File: config.mk
export PLATFORM = sky130hd
export DESIGN_NAME = bcr_key_regs
export DESIGN_NICKNAME = d
export VERILOG_FILES = /design/src/rtl/block_cipher_256_choice_rotate_core_assert.svh /design/src/rtl/bcr_pkg.sv /design/src/rtl/bcr_key_regs.sv
export SDC_FILE = /design/constraint.sdc
export NUM_CORES = 1
export LEC_CHECK = 0
export BUFFER_PORTS_ARGS = -buffer_cell sky130_fd_sc_hd__buf_2
export CAP_MARGIN = 20
export CORE_AREA = 10 10 126 185
export CTS_CLUSTER_DIAMETER = 200
export DETAILED_ROUTE_END_ITERATION = 16
export DIE_AREA = 0 0 136 195
export GPL_TIMING_DRIVEN = 0
export PLACE_DENSITY = 0.82
export SYNTH_ARGS = -nofsm -noshare
export SYNTH_HDL_FRONTEND = slang
export SYNTH_SLANG_ARGS = --single-unit
File: constraint.sdc
create_clock -name clk -period 1.05 [get_ports clk]
set_input_delay 0.0525 -clock clk [delete_from_list [all_inputs] [get_ports clk]]
set_output_delay 0.0525 -clock clk [all_outputs]
set_load 0.005 [all_outputs]
File: src/rtl/block_cipher_256_choice_rotate_core_assert.svh
// ----------------------------------------------------------------------------
// Assertion macros for the block cipher core
// Clocked on clk, disabled while arst_n is low.
// ----------------------------------------------------------------------------
`ifndef BLOCK_CIPHER_256_CHOICE_ROTATE_CORE_ASSERT_SVH
`define BLOCK_CIPHER_256_CHOICE_ROTATE_CORE_ASSERT_SVH

// antecedent implies consequent in the same cycle
`define BCR_ASSERT_NOW(lbl, ante, cons) \
	lbl: assert property (@(posedge clk) disable iff (!arst_n) (ante) |-> (cons)) \
		else $error("assertion failed: same-cycle check");

// antecedent implies consequent in the next cycle
`define BCR_ASSERT_NEXT(lbl, ante, cons) \
	lbl: assert property (@(posedge clk) disable iff (!arst_n) (ante) |=> (cons)) \
		else $error("assertion failed: next-cycle check");

`endif

File: src/rtl/bcr_pkg.sv
// ----------------------------------------------------------------------------
// bcr_pkg
// Types, constants and the round permutation of the 256-bit block cipher.
// ----------------------------------------------------------------------------
package bcr_pkg;

	localparam int ROUNDS_DEF = 16;
	localparam int WORD_W     = 64;
	localparam int HALF_W     = 16;
	localparam int HALF_N     = 16;
	localparam int CFG_IDX_W  = 2;

	typedef logic [WORD_W-1:0]         word_t;
	typedef logic [3:0][WORD_W-1:0]    block_t;

	typedef enum logic [CFG_IDX_W-1:0] {
		REG_KEY_ZERO  = 2'd0,
		REG_KEY_ONE   = 2'd1,
		REG_KEY_TWO   = 2'd2,
		REG_KEY_THREE = 2'd3
	} cfg_reg_t;

	// source slot of each destination 16-bit slot; also its rotation
	localparam logic [3:0] SRC_SLOT [HALF_N] = '{
		4'd11, 4'd5, 4'd4, 4'd15, 4'd12, 4'd6, 4'd9, 4'd0,
		4'd13, 4'd3, 4'd14, 4'd8, 4'd1, 4'd10, 4'd2, 4'd7
	};

	function automatic word_t ch(word_t x, word_t y, word_t z);
		return z ^ (x & (y ^ z));
	endfunction

	function automatic block_t permute(block_t s);
		word_t                   a;
		word_t                   b;
		word_t                   c;
		word_t                   d;
		logic [HALF_W-1:0]       h [HALF_N];
		logic [2*HALF_W-1:0]     dbl;
		block_t                  n;
		a = s[0];
		b = s[1];
		c = s[2];
		d = s[3];
		a = a ^ ch(b, c, d);
		b = b ^ ch(c, d, a);
		c = c ^ ch(d, a, b);
		d = d ^ ch(a, b, c);
		for (int i = 0; i < 4; i++) begin
			h[i]      = a[HALF_W*i +: HALF_W];
			h[4 + i]  = b[HALF_W*i +: HALF_W];
			h[8 + i]  = c[HALF_W*i +: HALF_W];
			h[12 + i] = d[HALF_W*i +: HALF_W];
		end
		n = '0;
		for (int i = 0; i < HALF_N; i++) begin
			dbl = {h[SRC_SLOT[i]], h[SRC_SLOT[i]]} << SRC_SLOT[i];
			n[i / 4][HALF_W*(i % 4) +: HALF_W] = dbl[2*HALF_W-1:HALF_W];
		end
		return n;
	endfunction

endpackage

File: src/rtl/bcr_key_regs.sv
// ----------------------------------------------------------------------------
// bcr_key_regs
// Cipher key registers, written through the configuration channel.
// ----------------------------------------------------------------------------
module bcr_key_regs (
	input  logic              clk,
	input  logic              arst_n,
	input  logic              cfg_valid,
	output logic              cfg_ready,
	input  bcr_pkg::cfg_reg_t cfg_index,
	input  bcr_pkg::word_t    cfg_data,
	output bcr_pkg::block_t   key
);
	import bcr_pkg::*;

	block_t key_q;

	assign cfg_ready = 1'b1;
	assign key       = key_q;

	always_ff @(posedge clk or negedge arst_n) begin
		if (!arst_n) begin
			key_q <= '0;
		end else if (cfg_valid && cfg_ready) begin
			unique case (cfg_index)
				REG_KEY_ZERO:  key_q[0] <= cfg_data;
				REG_KEY_ONE:   key_q[1] <= cfg_data;
				REG_KEY_TWO:   key_q[2] <= cfg_data;
				REG_KEY_THREE: key_q[3] <= cfg_data;
				default: ;
			endcase
		end
	end

endmodule

==> results.ini <==
[sta]
layout_min_cycle_time_ns = 1.15
hold_violations = 14
setup_ws_ns = -0.0990
setup_violations = 256
finalClockSkew_ns = 0
maxSlewHeadroom_pct = 55.3
fin_crit_sh_pct = 109
whs_ns = -0.0596
slew_violations = 0
rsz0062_at_grt = true
tightest_slew_ns = 0.671
fmax_mhz = 870

[yosys]
netlist_instances = 545
synth_top_family_by_area = multiplexers
yosysTopAreaCell = dfrtp_1
synthTopCellsByCount = dfrtp_1 (256), mux2_2 (131), mux2_1 (65)
syn-num-nets = 614
synth.distinct_cells = 11
yosys.area_share.xor_xnor_pct = 0
synth.top_cell.area_share_pct = 65.2
synth-seq-cells = 256
synth-edff-count = 0
synth_compound_area_share_pct = 0
yosysSeqAreaShare_pct = 65.2
ys.flop_type = dfrtp_1
postSynth.asyncResetShare_pct = 100
ys_warn_count = 0
synthSimpleGateAreaFrac_pct = 0.382
syn_area_sq_um = 9820
synthAdderAreaFrac_pct = 0
synth.most_common_cell = dfrtp_1
synthMuxAreaShare_pct = 31.7
synth_area_per_cell_sq_um = 18.0
synth_area_leaders = dfrtp_1 (65%), mux2_2 (15%), mux2_4 (9.2%)

[run_status]
outcome = complete, but fails checks
failed_checks = hold timing, setup timing

[layout]
largest_register_ff_count = 256
fill_cells = 1235
num-nets-final = 1136
multi_input_area_sq_um = 3150
area_growth_pct = 44.7
regArea_sq_um = 6410
layoutNonFillerInstCount = 1352
drive_gt1_share_pct = 64.2
fin_util_pct = 70.7

[critical_path]
path_cells = buf_2
crit_family = flip-flops
crit_arrival_ns = 1.10
crit_path_start_kind = flip-flop
crit_buf_inv = 1
critPathRequiredTime_ns = 1.00
slowest_stage = dfrtp_1
cp_slowest_stage_delay_ns = 0.42
end_kind = output port
critPathKind = flip-flop to output port
critPathMaxFanout = 2

[clocking]
cts_root_buffer = clkbuf_16
cts_inserted_buffers = 25
h-tree-depth = 1
cts_hold_buf = 66
cts.path.max_buffers = 3
clock_sinks = 256
cts_tree = yes
clk_latency_ns = 0.51
cts.clk_slew.worst_paths_ns = 0.07

[drt]
viasPerCell = 5.03
drc = 0
drtIter0Drc = 307
ant_nets = 0
drt-total-wl_um = 29900
vias = 6804
wire_per_inst_um = 22.1
drt-pass1-iter-count = 4

[pwr]
clkPwrFrac_pct = 32.1
combPwrFrac_pct = 23.9
internal_power_mw = 21.2
seq_power_share_pct = 44.0
power.switching_mw = 7.77
sw_frac_of_total_pct = 26.8
leakage_nw = 7.12
finalPower_mw = 29.0
ir_drop_mv = 1.60
p_per_area_nw_per_um2 = 2040

[floorplanning]
core_area_sq_um = 20100
die_h_um = 195
start_util_pct = 48.8
ios = 326
rows = 64
die_w_um = 136
dieArea_sq_um = 26500

[min_path]
min_path_type = primary input to asynchronous set/reset pin

[grt]
met1_usage_pct = 22.0
overflow = 0
grt.busiest_layer = met2
grtUsageMet2_pct = 38.2
grt_pass1_wl_um = 44200
grt_antenna_before_repair = 2
grt_pass1_vias = 7456
grtUsageTotal_pct = 21.2
use_met3_pct = 4.60
grt_max_degree = 126

[run]
cap_violations = 0

[placement]
dp_hpwl_um = 18900
port_buffers = 324
placedCellCount = 1135
gp_congestion = 0.753

## layout by cell type, fill, tap and decap left out, drive strengths merged
master       count
nand3            1
clkbuf          28
conb             1
clkinvlp         4
dfrtp          256
dlygate4sd3     65
diode            2
mux2           256
nor3b            1
buf            458
nand3b           2
inv              1
clkinv          10
bufinv           3
## metal layers
layer / up-vias / part of all wire [%]
met5: - / 0
met4: 0 / 6.0
met3: 89 / 6.1
met2: 256 / 54
met1: 3476 / 34
li1: 2983 / -
## layout make-up
type	count	share of cell area, %
Sequential cell	256	45.1
Antenna cell	2	0.0352
Clock buffer	28	4.69
Timing Repair Buffer	495	22.5
Multi-Input combinational cell	261	22.2
Clock inverter	18	1.31
Tap cell	264	2.33
Buffer	28	1.85
## what timing repair did
| item | CTS | global route |
|---|---|---|
| endpoints found under the hold margin | 512 | 14 |
| buffers inserted | 60 | 44 |
| pin swaps | 0 | 0 |
| resized for setup | 9 | 4 |
| setup endpoints to repair | 256 | 270 |
## worst paths after layout
kind                              startpoint       end  slack (ns)  depth (start not counted)
min in group clk                cfg_index[1]   key[55]        0.18                          4
worst max-delay path                 key[25]   key[25]        -0.1                          1
worst min-delay path                  arst_n   key[84]       -0.06                          2
worst max register to register      key[221]  key[221]        0.01                          3
max in group asynchronous             arst_n   key[36]        0.23                          3
worst min register to register       key[20]   key[20]        0.48                          1
## cells by family after synthesis
kind of cell           after synthesis
AND/OR/NAND/NOR                      4
buffers and inverters               28
other                                1
multiplexers                       256
flip-flops                         256
## stage by stage
stage	setup TNS, ns	hold WS, ns	worst slack, ns	cell area, sq um
floorplan	0	-0.243	0.0668	9820
detailed placement	-55.59	-0.117	-0.330	11800
global placement	-1202.20	0.312	-4.53	11800
CTS	-16.07	0.165	-0.0987	13900
global route	-18.64	-0.0702	-0.114	14200
finish	-9.80	-0.0596	-0.0990	14200
## power by group through the flow
| stage | Clock (mW) | Sequential, mW | Combinational (mW) |
|---|---|---|---|
| after CTS | 9.40 | 12.6 | 6.39 |
| after floorplan | 0 | 13.0 | 2.06 |
| after detailed placement | 0 | 12.8 | 5.42 |
| final | 9.32 | 12.8 | 6.92 |
| after global placement | 0 | 12.7 | 5.24 |
| after global routing | 9.80 | 12.9 | 7.42 |
Power figures use the tool's default switching activity.
