<file path="src/rtl/block_cipher_256_choice_rotate_core_assert.svh">
// ----------------------------------------------------------------------------
// Assertion macros for the block cipher core
// Clocked on clk, disabled while arst_n is low.
// ----------------------------------------------------------------------------
`ifndef BLOCK_CIPHER_256_CHOICE_ROTATE_CORE_ASSERT_SVH
`define BLOCK_CIPHER_256_CHOICE_ROTATE_CORE_ASSERT_SVH

// antecedent implies consequent in the same cycle
`define BCR_ASSERT_NOW(lbl, ante, cons) \
	lbl: assert property (@(posedge clk) disable iff (!arst_n) (ante) |-> (cons)) \
		else $error("assertion failed: same-cycle check");

// antecedent implies consequent in the next cycle
`define BCR_ASSERT_NEXT(lbl, ante, cons) \
	lbl: assert property (@(posedge clk) disable iff (!arst_n) (ante) |=> (cons)) \
		else $error("assertion failed: next-cycle check");

`endif

</file>
<file path="src/rtl/bcr_pkg.sv">
// ----------------------------------------------------------------------------
// bcr_pkg
// Types, constants and the round permutation of the 256-bit block cipher.
// ----------------------------------------------------------------------------
package bcr_pkg;

	localparam int ROUNDS_DEF = 16;
	localparam int WORD_W     = 64;
	localparam int HALF_W     = 16;
	localparam int HALF_N     = 16;
	localparam int CFG_IDX_W  = 2;

	typedef logic [WORD_W-1:0]         word_t;
	typedef logic [3:0][WORD_W-1:0]    block_t;

	typedef enum logic [CFG_IDX_W-1:0] {
		REG_KEY_ZERO  = 2'd0,
		REG_KEY_ONE   = 2'd1,
		REG_KEY_TWO   = 2'd2,
		REG_KEY_THREE = 2'd3
	} cfg_reg_t;

	// source slot of each destination 16-bit slot; also its rotation
	localparam logic [3:0] SRC_SLOT [HALF_N] = '{
		4'd11, 4'd5, 4'd4, 4'd15, 4'd12, 4'd6, 4'd9, 4'd0,
		4'd13, 4'd3, 4'd14, 4'd8, 4'd1, 4'd10, 4'd2, 4'd7
	};

	function automatic word_t ch(word_t x, word_t y, word_t z);
		return z ^ (x & (y ^ z));
	endfunction

	function automatic block_t permute(block_t s);
		word_t                   a;
		word_t                   b;
		word_t                   c;
		word_t                   d;
		logic [HALF_W-1:0]       h [HALF_N];
		logic [2*HALF_W-1:0]     dbl;
		block_t                  n;
		a = s[0];
		b = s[1];
		c = s[2];
		d = s[3];
		a = a ^ ch(b, c, d);
		b = b ^ ch(c, d, a);
		c = c ^ ch(d, a, b);
		d = d ^ ch(a, b, c);
		for (int i = 0; i < 4; i++) begin
			h[i]      = a[HALF_W*i +: HALF_W];
			h[4 + i]  = b[HALF_W*i +: HALF_W];
			h[8 + i]  = c[HALF_W*i +: HALF_W];
			h[12 + i] = d[HALF_W*i +: HALF_W];
		end
		n = '0;
		for (int i = 0; i < HALF_N; i++) begin
			dbl = {h[SRC_SLOT[i]], h[SRC_SLOT[i]]} << SRC_SLOT[i];
			n[i / 4][HALF_W*(i % 4) +: HALF_W] = dbl[2*HALF_W-1:HALF_W];
		end
		return n;
	endfunction

endpackage

</file>
<file path="src/rtl/bcr_round.sv">
// ----------------------------------------------------------------------------
// bcr_round
// One pipeline stage: permute block (unless whitening) and key, add key.
// ----------------------------------------------------------------------------
`include "block_cipher_256_choice_rotate_core_assert.svh"

module bcr_round (
	input  logic            clk,
	input  logic            arst_n,
	input  logic            whiten,
	input  logic            up_valid,
	output logic            up_ready,
	input  bcr_pkg::block_t up_state,
	input  bcr_pkg::block_t up_key,
	output logic            dn_valid,
	input  logic            dn_ready,
	output bcr_pkg::block_t dn_state,
	output bcr_pkg::block_t dn_key
);
	import bcr_pkg::*;

	logic   valid_s1;
	block_t state_s1;
	block_t key_s1;
	block_t key_next;
	block_t state_mix;

	assign up_ready  = !valid_s1 || dn_ready;
	assign key_next  = permute(up_key);
	assign state_mix = whiten ? up_state : permute(up_state);

	always_ff @(posedge clk or negedge arst_n) begin
		if (!arst_n) begin
			valid_s1 <= 1'b0;
		end else if (up_ready) begin
			valid_s1 <= up_valid;
		end
	end

	always_ff @(posedge clk) begin
		if (up_valid && up_ready) begin
			state_s1 <= state_mix ^ key_next;
			key_s1   <= key_next;
		end
	end

	assign dn_valid = valid_s1;
	assign dn_state = state_s1;
	assign dn_key   = key_s1;

	`BCR_ASSERT_NEXT(a_hold_on_stall, valid_s1 && !dn_ready, valid_s1 && $stable(state_s1) && $stable(key_s1))
	`BCR_ASSERT_NEXT(a_take_item, up_valid && up_ready, valid_s1)
	`BCR_ASSERT_NEXT(a_no_invent, !up_valid && dn_ready, !valid_s1)
	`BCR_ASSERT_NOW(a_block_full, valid_s1 && !dn_ready, !up_ready)

endmodule

</file>
<file path="config.mk">
export PLATFORM = sky130hd
export DESIGN_NAME = bcr_round
export DESIGN_NICKNAME = d
export VERILOG_FILES = /design/src/rtl/bcr_pkg.sv /design/src/rtl/bcr_round.sv
export VERILOG_INCLUDE_DIRS = /design/src /design/src/rtl
export SDC_FILE = /design/constraint.sdc
export NUM_CORES = 1
export LEC_CHECK = 0
export ABC_AREA = 1
export ABC_CLOCK_PERIOD_IN_PS = 26200
export BUFFER_PORTS_ARGS = -buffer_cell sky130_fd_sc_hd__buf_4
export CAP_MARGIN = 25
export CELL_PAD_IN_SITES_DETAIL_PLACEMENT = 0
export CELL_PAD_IN_SITES_GLOBAL_PLACEMENT = 2
export CORE_AREA = 2 2 397 399
export DETAILED_ROUTE_END_ITERATION = 8
export DIE_AREA = 0 0 399 401
export GPL_TIMING_DRIVEN = 0
export PLACE_DENSITY = 0.85
export SYNTH_ARGS = -nofsm -noshare
export SYNTH_HDL_FRONTEND = slang
export SYNTH_SLANG_ARGS = --single-unit
</file>
<file path="constraint.sdc">
create_clock -name clk -period 26.2 [get_ports clk]
set_input_delay 1.31 -clock clk [delete_from_list [all_inputs] [get_ports clk]]
set_output_delay 1.31 -clock clk [all_outputs]
set_load 0.01 [all_outputs]
</file>
==> results.cfg, run 1 <==
[run_status]
outcome = finished clean

[route]
vias_per_cell = 5.059
dr.first_iter.drc_count = 4294
num_vias = 47080
wl_per_cell_um = 25.57
drtPass1Iterations = 9
antenna_left = 0
wl_um = 237900
drc = 0

[global_route]
grt_pass1_vias = 42710
use_met2_pct = 46.67
grt_use_met1_pct = 35.76
grt_usage_pct = 28.58
grt_use_met3_pct = 6.932
grt_max_degree = 32
grt_antenna_before_repair = 79
top_usage_layer = met2
grt_first_pass_wirelength_um = 321800
overflow = 0

[worst_hold_path]
hold_path.class = input port to asynchronous set/reset pin

[synthesis]
synth_edf_count = 512
ys_ff_latch = 513
synth_top_cell_area_share_pct = 38.15
yosys.cell_types.count = 27
yosys_warnings = 0
synthesis.nets = 6564
async_reset_ff_share_pct = 0.1949
synth_area_mm2 = 0.04030
synth_largest_area_cell = edfxtp_1
synth_area_per_cell_um2 = 6.664
synth.area.top_cells = edfxtp_1, nand2_1, nand3_1
yosys_most_used_dff = edfxtp_1
yosysMostFrequentCell = nand2_1
syn_inst = 6047
synth.cells.most_frequent = nand2_1, nand3_1, inv_1
synth_seq_area_share_pct = 38.21

[floorplan]
fp.dieArea_mm2 = 0.1600
fp.dieH_um = 401
coreArea_mm2 = 0.1557
start_util_pct = 25.89
chipWidth_um = 399
ioPinCount = 1031
num_rows = 145

[critical_path]
max_stage_delay_ns = 0.83
reg2reg_depth = 7
cp-start-kind = input port
rrSetupSlack_ns = 23.54
crit_end = dn_state[102]
crit_start = whiten
endpoint_kind = register
crit_chain = buf_6, buf_2, clkbuf_1, nand2_1, nand3_1, nand2_1
worstPathRequired_ns = 26.64
arrival_ns = 3.75
crit_top_cell = nand2_1
worstPathMaxFanout = 10
cpMaxStageDelayCell = clkbuf_1
r2r_end = dn_state[45]
critPathKind = input port to register
worstReg2RegStart = dn_valid

[clock_tree]
clkTransAtPathRegs_ns = 0.06
cts_hold_buf = 0
clock-sinks = 513
h-tree-depth = 3
ctsResizeCount = 0
cts_buffer_depth = 3
clock_latency_ns = 0.69
cts-root-buf = clkbuf_16
post-cts-setup-buffers = 0
cts_made_buffers = 71
cts_tree = yes

[finish]
multi_input_area_mm2 = 0.02103
layout-drive-gt1-share_pct = 18.53
nNetsFinal = 7667
syn_to_final_growth_pct = 32.84
fill_cells = 16910
regArea_mm2 = 0.01540

[sta]
slew_headroom_pct = 29.47
fin_crit_sh_pct = 12.62
hold_viol = 0
setup-tns-final_ns = 0
fmax_mhz = 302.3
slew_viol_final = 0
final-setup-viol-count = 0
rsz0062_at_grt = false
final.min_clock_period_ns = 3.308
skew_ns = 0.03359
holdWs_ns = 0.3779
worst_slew_pin_slew_ns = 1.058

[power_and_ir_drop]
p_leak_nw = 27.15
ir_drop_uv = 41.22
powerDensity_mw_per_mm2 = 54.30

[placement]
hpwlAfterDp_um = 200100
portBuffers = 997
gp_congestion = 0.9470

[flow_run]
maxCapViolCount = 0
==> power by group <==
part	leakage [nW]	switching, mW	internal, mW	total [mW]
registers	4.89	0.0286	1.00	1.03
clock network	1.14	0.442	0.584	1.03
logic	21.1	0.554	0.295	0.849
total	27.2	1.02	1.88	2.91
==> final cells by class <==
type                            instances  share of cell area [%]
Antenna cell                           44                  0.2057
Inverter                              867                   6.084
Multi-Input combinational cell       4564                   39.28
Clock buffer                           80                   3.382
Buffer                                103                   1.176
Timing Repair Buffer                 1030                   15.24
Tap cell                             2058                   4.810
Sequential cell                       513                   28.77
Clock inverter                         47                   1.054
==> flip-flops by register name (all words and copies together) (netlist names) <==
signal / flops
dn_key: 256
dn_valid: 1
dn_state: 256
==> cell families after synthesis <==
group                     Yosys count  share of synthesized area (%)
and+or+nand+nor                  4020                          42.84
buffers and inverters             970                          9.634
DFF                               513                          38.21
AOI/OAI and AO/OA                 464                          7.570
xor gates and xnor gates           80                          1.739
==> critical path, delay by kind of cell <==
kind / cells / cell delay [ns]
buf+inv: 3 / 1.31
simple gates: 3 / 1.10
==> metrics by stage <==
step / setup WS, ns / cells / power (mW) / util (%) / area, um2
floorplan: 9.401 / 6047 / 1.479 / - / 40300
global placement: 0.8205 / 9102 / 1.918 / 32.35 / 50360
detailed placement: 22.11 / 9134 / 1.896 / 32.79 / 51030
CTS: 22.87 / 9261 / 2.933 / 34.31 / 53410
global route: 22.74 / 9298 / 3.045 / 34.38 / 53510
finish: 22.89 / 9306 / 2.907 / 34.39 / 53530
==> cell usage in the layout (no fill, tap or decap), drive strengths merged, types with 17 or more instances in the layout <==
cell type | netlist | final
buf | 43 | 1072
a21boi | 48 | 48
clkinv | 0 | 29
nand2 | 2193 | 2193
edfxtp | 512 | 512
xor2 | 80 | 80
o211ai | 111 | 111
diode | 0 | 44
o311ai | 48 | 48
nor2 | 160 | 160
a21oi | 17 | 17
nand3 | 1635 | 1635
inv | 867 | 872
o21ai | 240 | 240
clkbuf | 60 | 140
==> per-layer routing <==
| layer | part of all wire, % | routed length, um | vias up |
|---|---|---|---|
| met2 | 46 | 110500 | 2057 |
| met3 | 8.6 | 20410 | 342 |
| li1 | - | - | 22560 |
| met4 | 4.1 | 9704 | 34 |
| met5 | 0.091 | 216 | - |
| met1 | 41 | 97110 | 22090 |
==> worst min-delay path by stage <==
stage	startpoint	end	slack (ns)	cells after the start
2_1_floorplan	dn_valid	dn_valid	0.63	2
3_3_place_gp	dn_valid	dn_valid	0.53	2
3_5_place_dp	dn_valid	dn_valid	0.59	2
4_1_cts	arst_n	dn_valid	0.32	1
5_1_grt	arst_n	dn_valid	0.35	1
6_report	arst_n	dn_valid	0.38	1
No activity file was read; power rests on OpenSTA's default activity.
==> run 2, diff against run 1 <==
Settings changed: ABC_CLOCK_PERIOD_IN_PS 26200 to 3130, CORE_AREA 2 2 397 399 to 2 2 399 401, DIE_AREA 0 0 399 401 to 0 0 401 403, PLACE_DENSITY 0.85 to 0.82.
Clock period 26.2 ns to 3.13 ns, I/O delays scaled along.
==> results.cfg, run 2 (synthesis gave the netlist of run 1 again) <==
[critical_path]
critPathKind = input port to register
crit_chain = dlygate4sd3_1, buf_4, inv_1, nand2_1, nand3_1, nand3_1, nand3_1, dlygate4sd3_1, nand3_1, dlygate4sd3_1, nand3_1, dlygate4sd3_1, nand2_1
arrival_ns = 3.43
reg2reg_depth = 8
max_stage_delay_ns = 0.58
worstPathMaxFanout = 6
endpoint_kind = register
worstPathRequired_ns = 3.59
rrSetupSlack_ns = 0.33
crit_top_cell = nand3_1
cpMaxStageDelayCell = dlygate4sd3_1
cp-start-kind = input port
worstReg2RegStart = dn_valid
r2r_end = dn_key[180]
critical_path.top_delay_family = buffers and inverters
worst-path-buf-inv = 6

[power_and_ir_drop]
share_seq_of_total_power_pct = 34.3
total_power_mw = 25.14
ir_drop_uv = 364.0
pwr-share-comb_pct = 32.1
p_int_mw = 16.37
switching_share_pct = 34.87
powerDensity_mw_per_mm2 = 421.2
p_leak_nw = 29.55
pwr-share-clk_pct = 33.5
power_switching_mw = 8.765

[finish]
mostFrequentLayoutCell = nand2_1
nNetsFinal = 8289
final_cell_mix = nand2_1, nand3_1, buf_4, inv_1, dlygate4sd3_1
layout-drive-gt1-share_pct = 17.13
syn_to_final_growth_pct = 48.10
final_core_util_pct = 37.90
final_cells = 9939

[global_route]
grt_antenna_before_repair = 66
grt_max_degree = 31
grt_first_pass_wirelength_um = 334800
overflow = 0
grt_usage_pct = 29.05
grt_pass1_vias = 46000

[sta]
slew_viol_final = 0
fin_crit_sh_pct = 94.91
hold_viol = 0
rsz0062_at_grt = false
final-setup-viol-count = 0
slew_headroom_pct = 26.15
fmax_mhz = 336.6
holdWs_ns = 0.05951
skew_ns = 0.03994
final.min_clock_period_ns = 2.971
worst_slew_pin_slew_ns = 1.094

[placement]
gp_congestion = 0.9400
portBuffers = 997
dp_cells = 9149
hpwlAfterDp_um = 201500

[floorplan]
fp.dieH_um = 403
coreArea_mm2 = 0.1575
chipWidth_um = 401
ioPinCount = 1031
num_rows = 146
start_util_pct = 25.59
fp.dieArea_mm2 = 0.1616

[route]
drc = 0
antenna_left = 0
num_vias = 49840
wl_um = 244400
dr.first_iter.drc_count = 4536
wl_per_cell_um = 24.59
drtPass1Iterations = 7
vias_per_cell = 5.015

[worst_hold_path]
hold_path_startpoint = up_key[209]
whs_endpoint = dn_key[106]
hold_depth = 4
hold_path.class = input port to register

[clock_tree]
clock_latency_ns = 0.70
cts-root-buf = clkbuf_16
h-tree-depth = 3
cts_tree = yes
clkTransAtPathRegs_ns = 0.06
cts_made_buffers = 72
clock-sinks = 513
cts_buffer_depth = 3

[run_status]
outcome = finished clean

[flow_run]
maxCapViolCount = 0
run 2: changes by cell type in the layout (fill, tap and decap cells not counted), moves of 3 or more:
cell           previous run  this run
buf_12                   14        17
dlygate4sd3_1             0       621
clkinv_16                 3         0
clkinvlp_4                5         8
clkbuf_1                 31        28
buf_16                   11         8
run 2: how the worst max path moves through the flow:
stage,cells after the start,slack [ns],endpoint,startpoint
2_1_floorplan,2,-6.14,dn_key[0],dn_ready
3_3_place_gp,3,-11.04,dn_state[47],dn_ready
3_5_place_dp,8,0.32,dn_state[138],dn_valid
4_1_cts,13,0.12,dn_state[38],up_state[130]
5_1_grt,15,0.03,dn_state[41],up_key[69]
6_report,13,0.16,dn_state[38],up_state[194]
run 2: worst reg2reg max path, stage by stage, from the launching register on:
cell     delay [ns]
dfrtp_2        0.43
a21oi_4        0.49
buf_16         0.22
buf_16         0.18
buf_12         0.21
buf_12         0.23
buf_12         0.25
buf_12         0.25
buf_12         0.23
run 2: metal layers:
layer  vias up  share of wire, %  track usage, %
met5         -              0.10               0
met2      2273                46           47.79
met1     23280                41           35.90
met4        36               4.6           12.92
met3       421               8.4           7.141
li1      23830                 -               -
run 2: what timing repair did:
| action | 4_1_cts | 5_1_grt |
|---|---|---|
| buffers inserted | 0 | 0 |
| endpoints found under the setup margin | 0 | 2 |
| gates resized for setup | 0 | 2 |
| hold buffers | 621 | 0 |
| endpoints found under the hold margin | 452 | 0 |
run 2: power groups by stage:
stage | sequential [mW] | combinational, mW | clock, mW
finish | 8.63 | 8.07 | 8.43
global route | 8.68 | 8.77 | 8.85
CTS | 8.64 | 8.04 | 8.65
detailed placement | 8.77 | 7.12 | 0
global placement | 8.97 | 6.97 | 0
floorplan | 9.11 | 3.18 | 0
run 2: area by class of cell:
cell class              instances  area [um2]
clock inverters                46       454.2
flip-flops and latches        513       15400
inverters                     867        3261
clock buffers                  79        1849
well taps                    2072        2592
plain buffers                 103       629.4
repair buffers               1651       14350
diodes                         44       110.1
fillers                     16610       97780
multi-input cells            4564       21040
run 2: per-stage QoR:
step	setup slack, ns	setup TNS [ns]	cell area [um2]
after floorplan	-6.136	-3141.69	40310
after global placement	-11.04	-5598.82	50390
after detailed placement	0.3208	0	51050
after CTS	0.1172	0	59570
after global routing	0.02578	0	59640
final	0.1592	0	59680
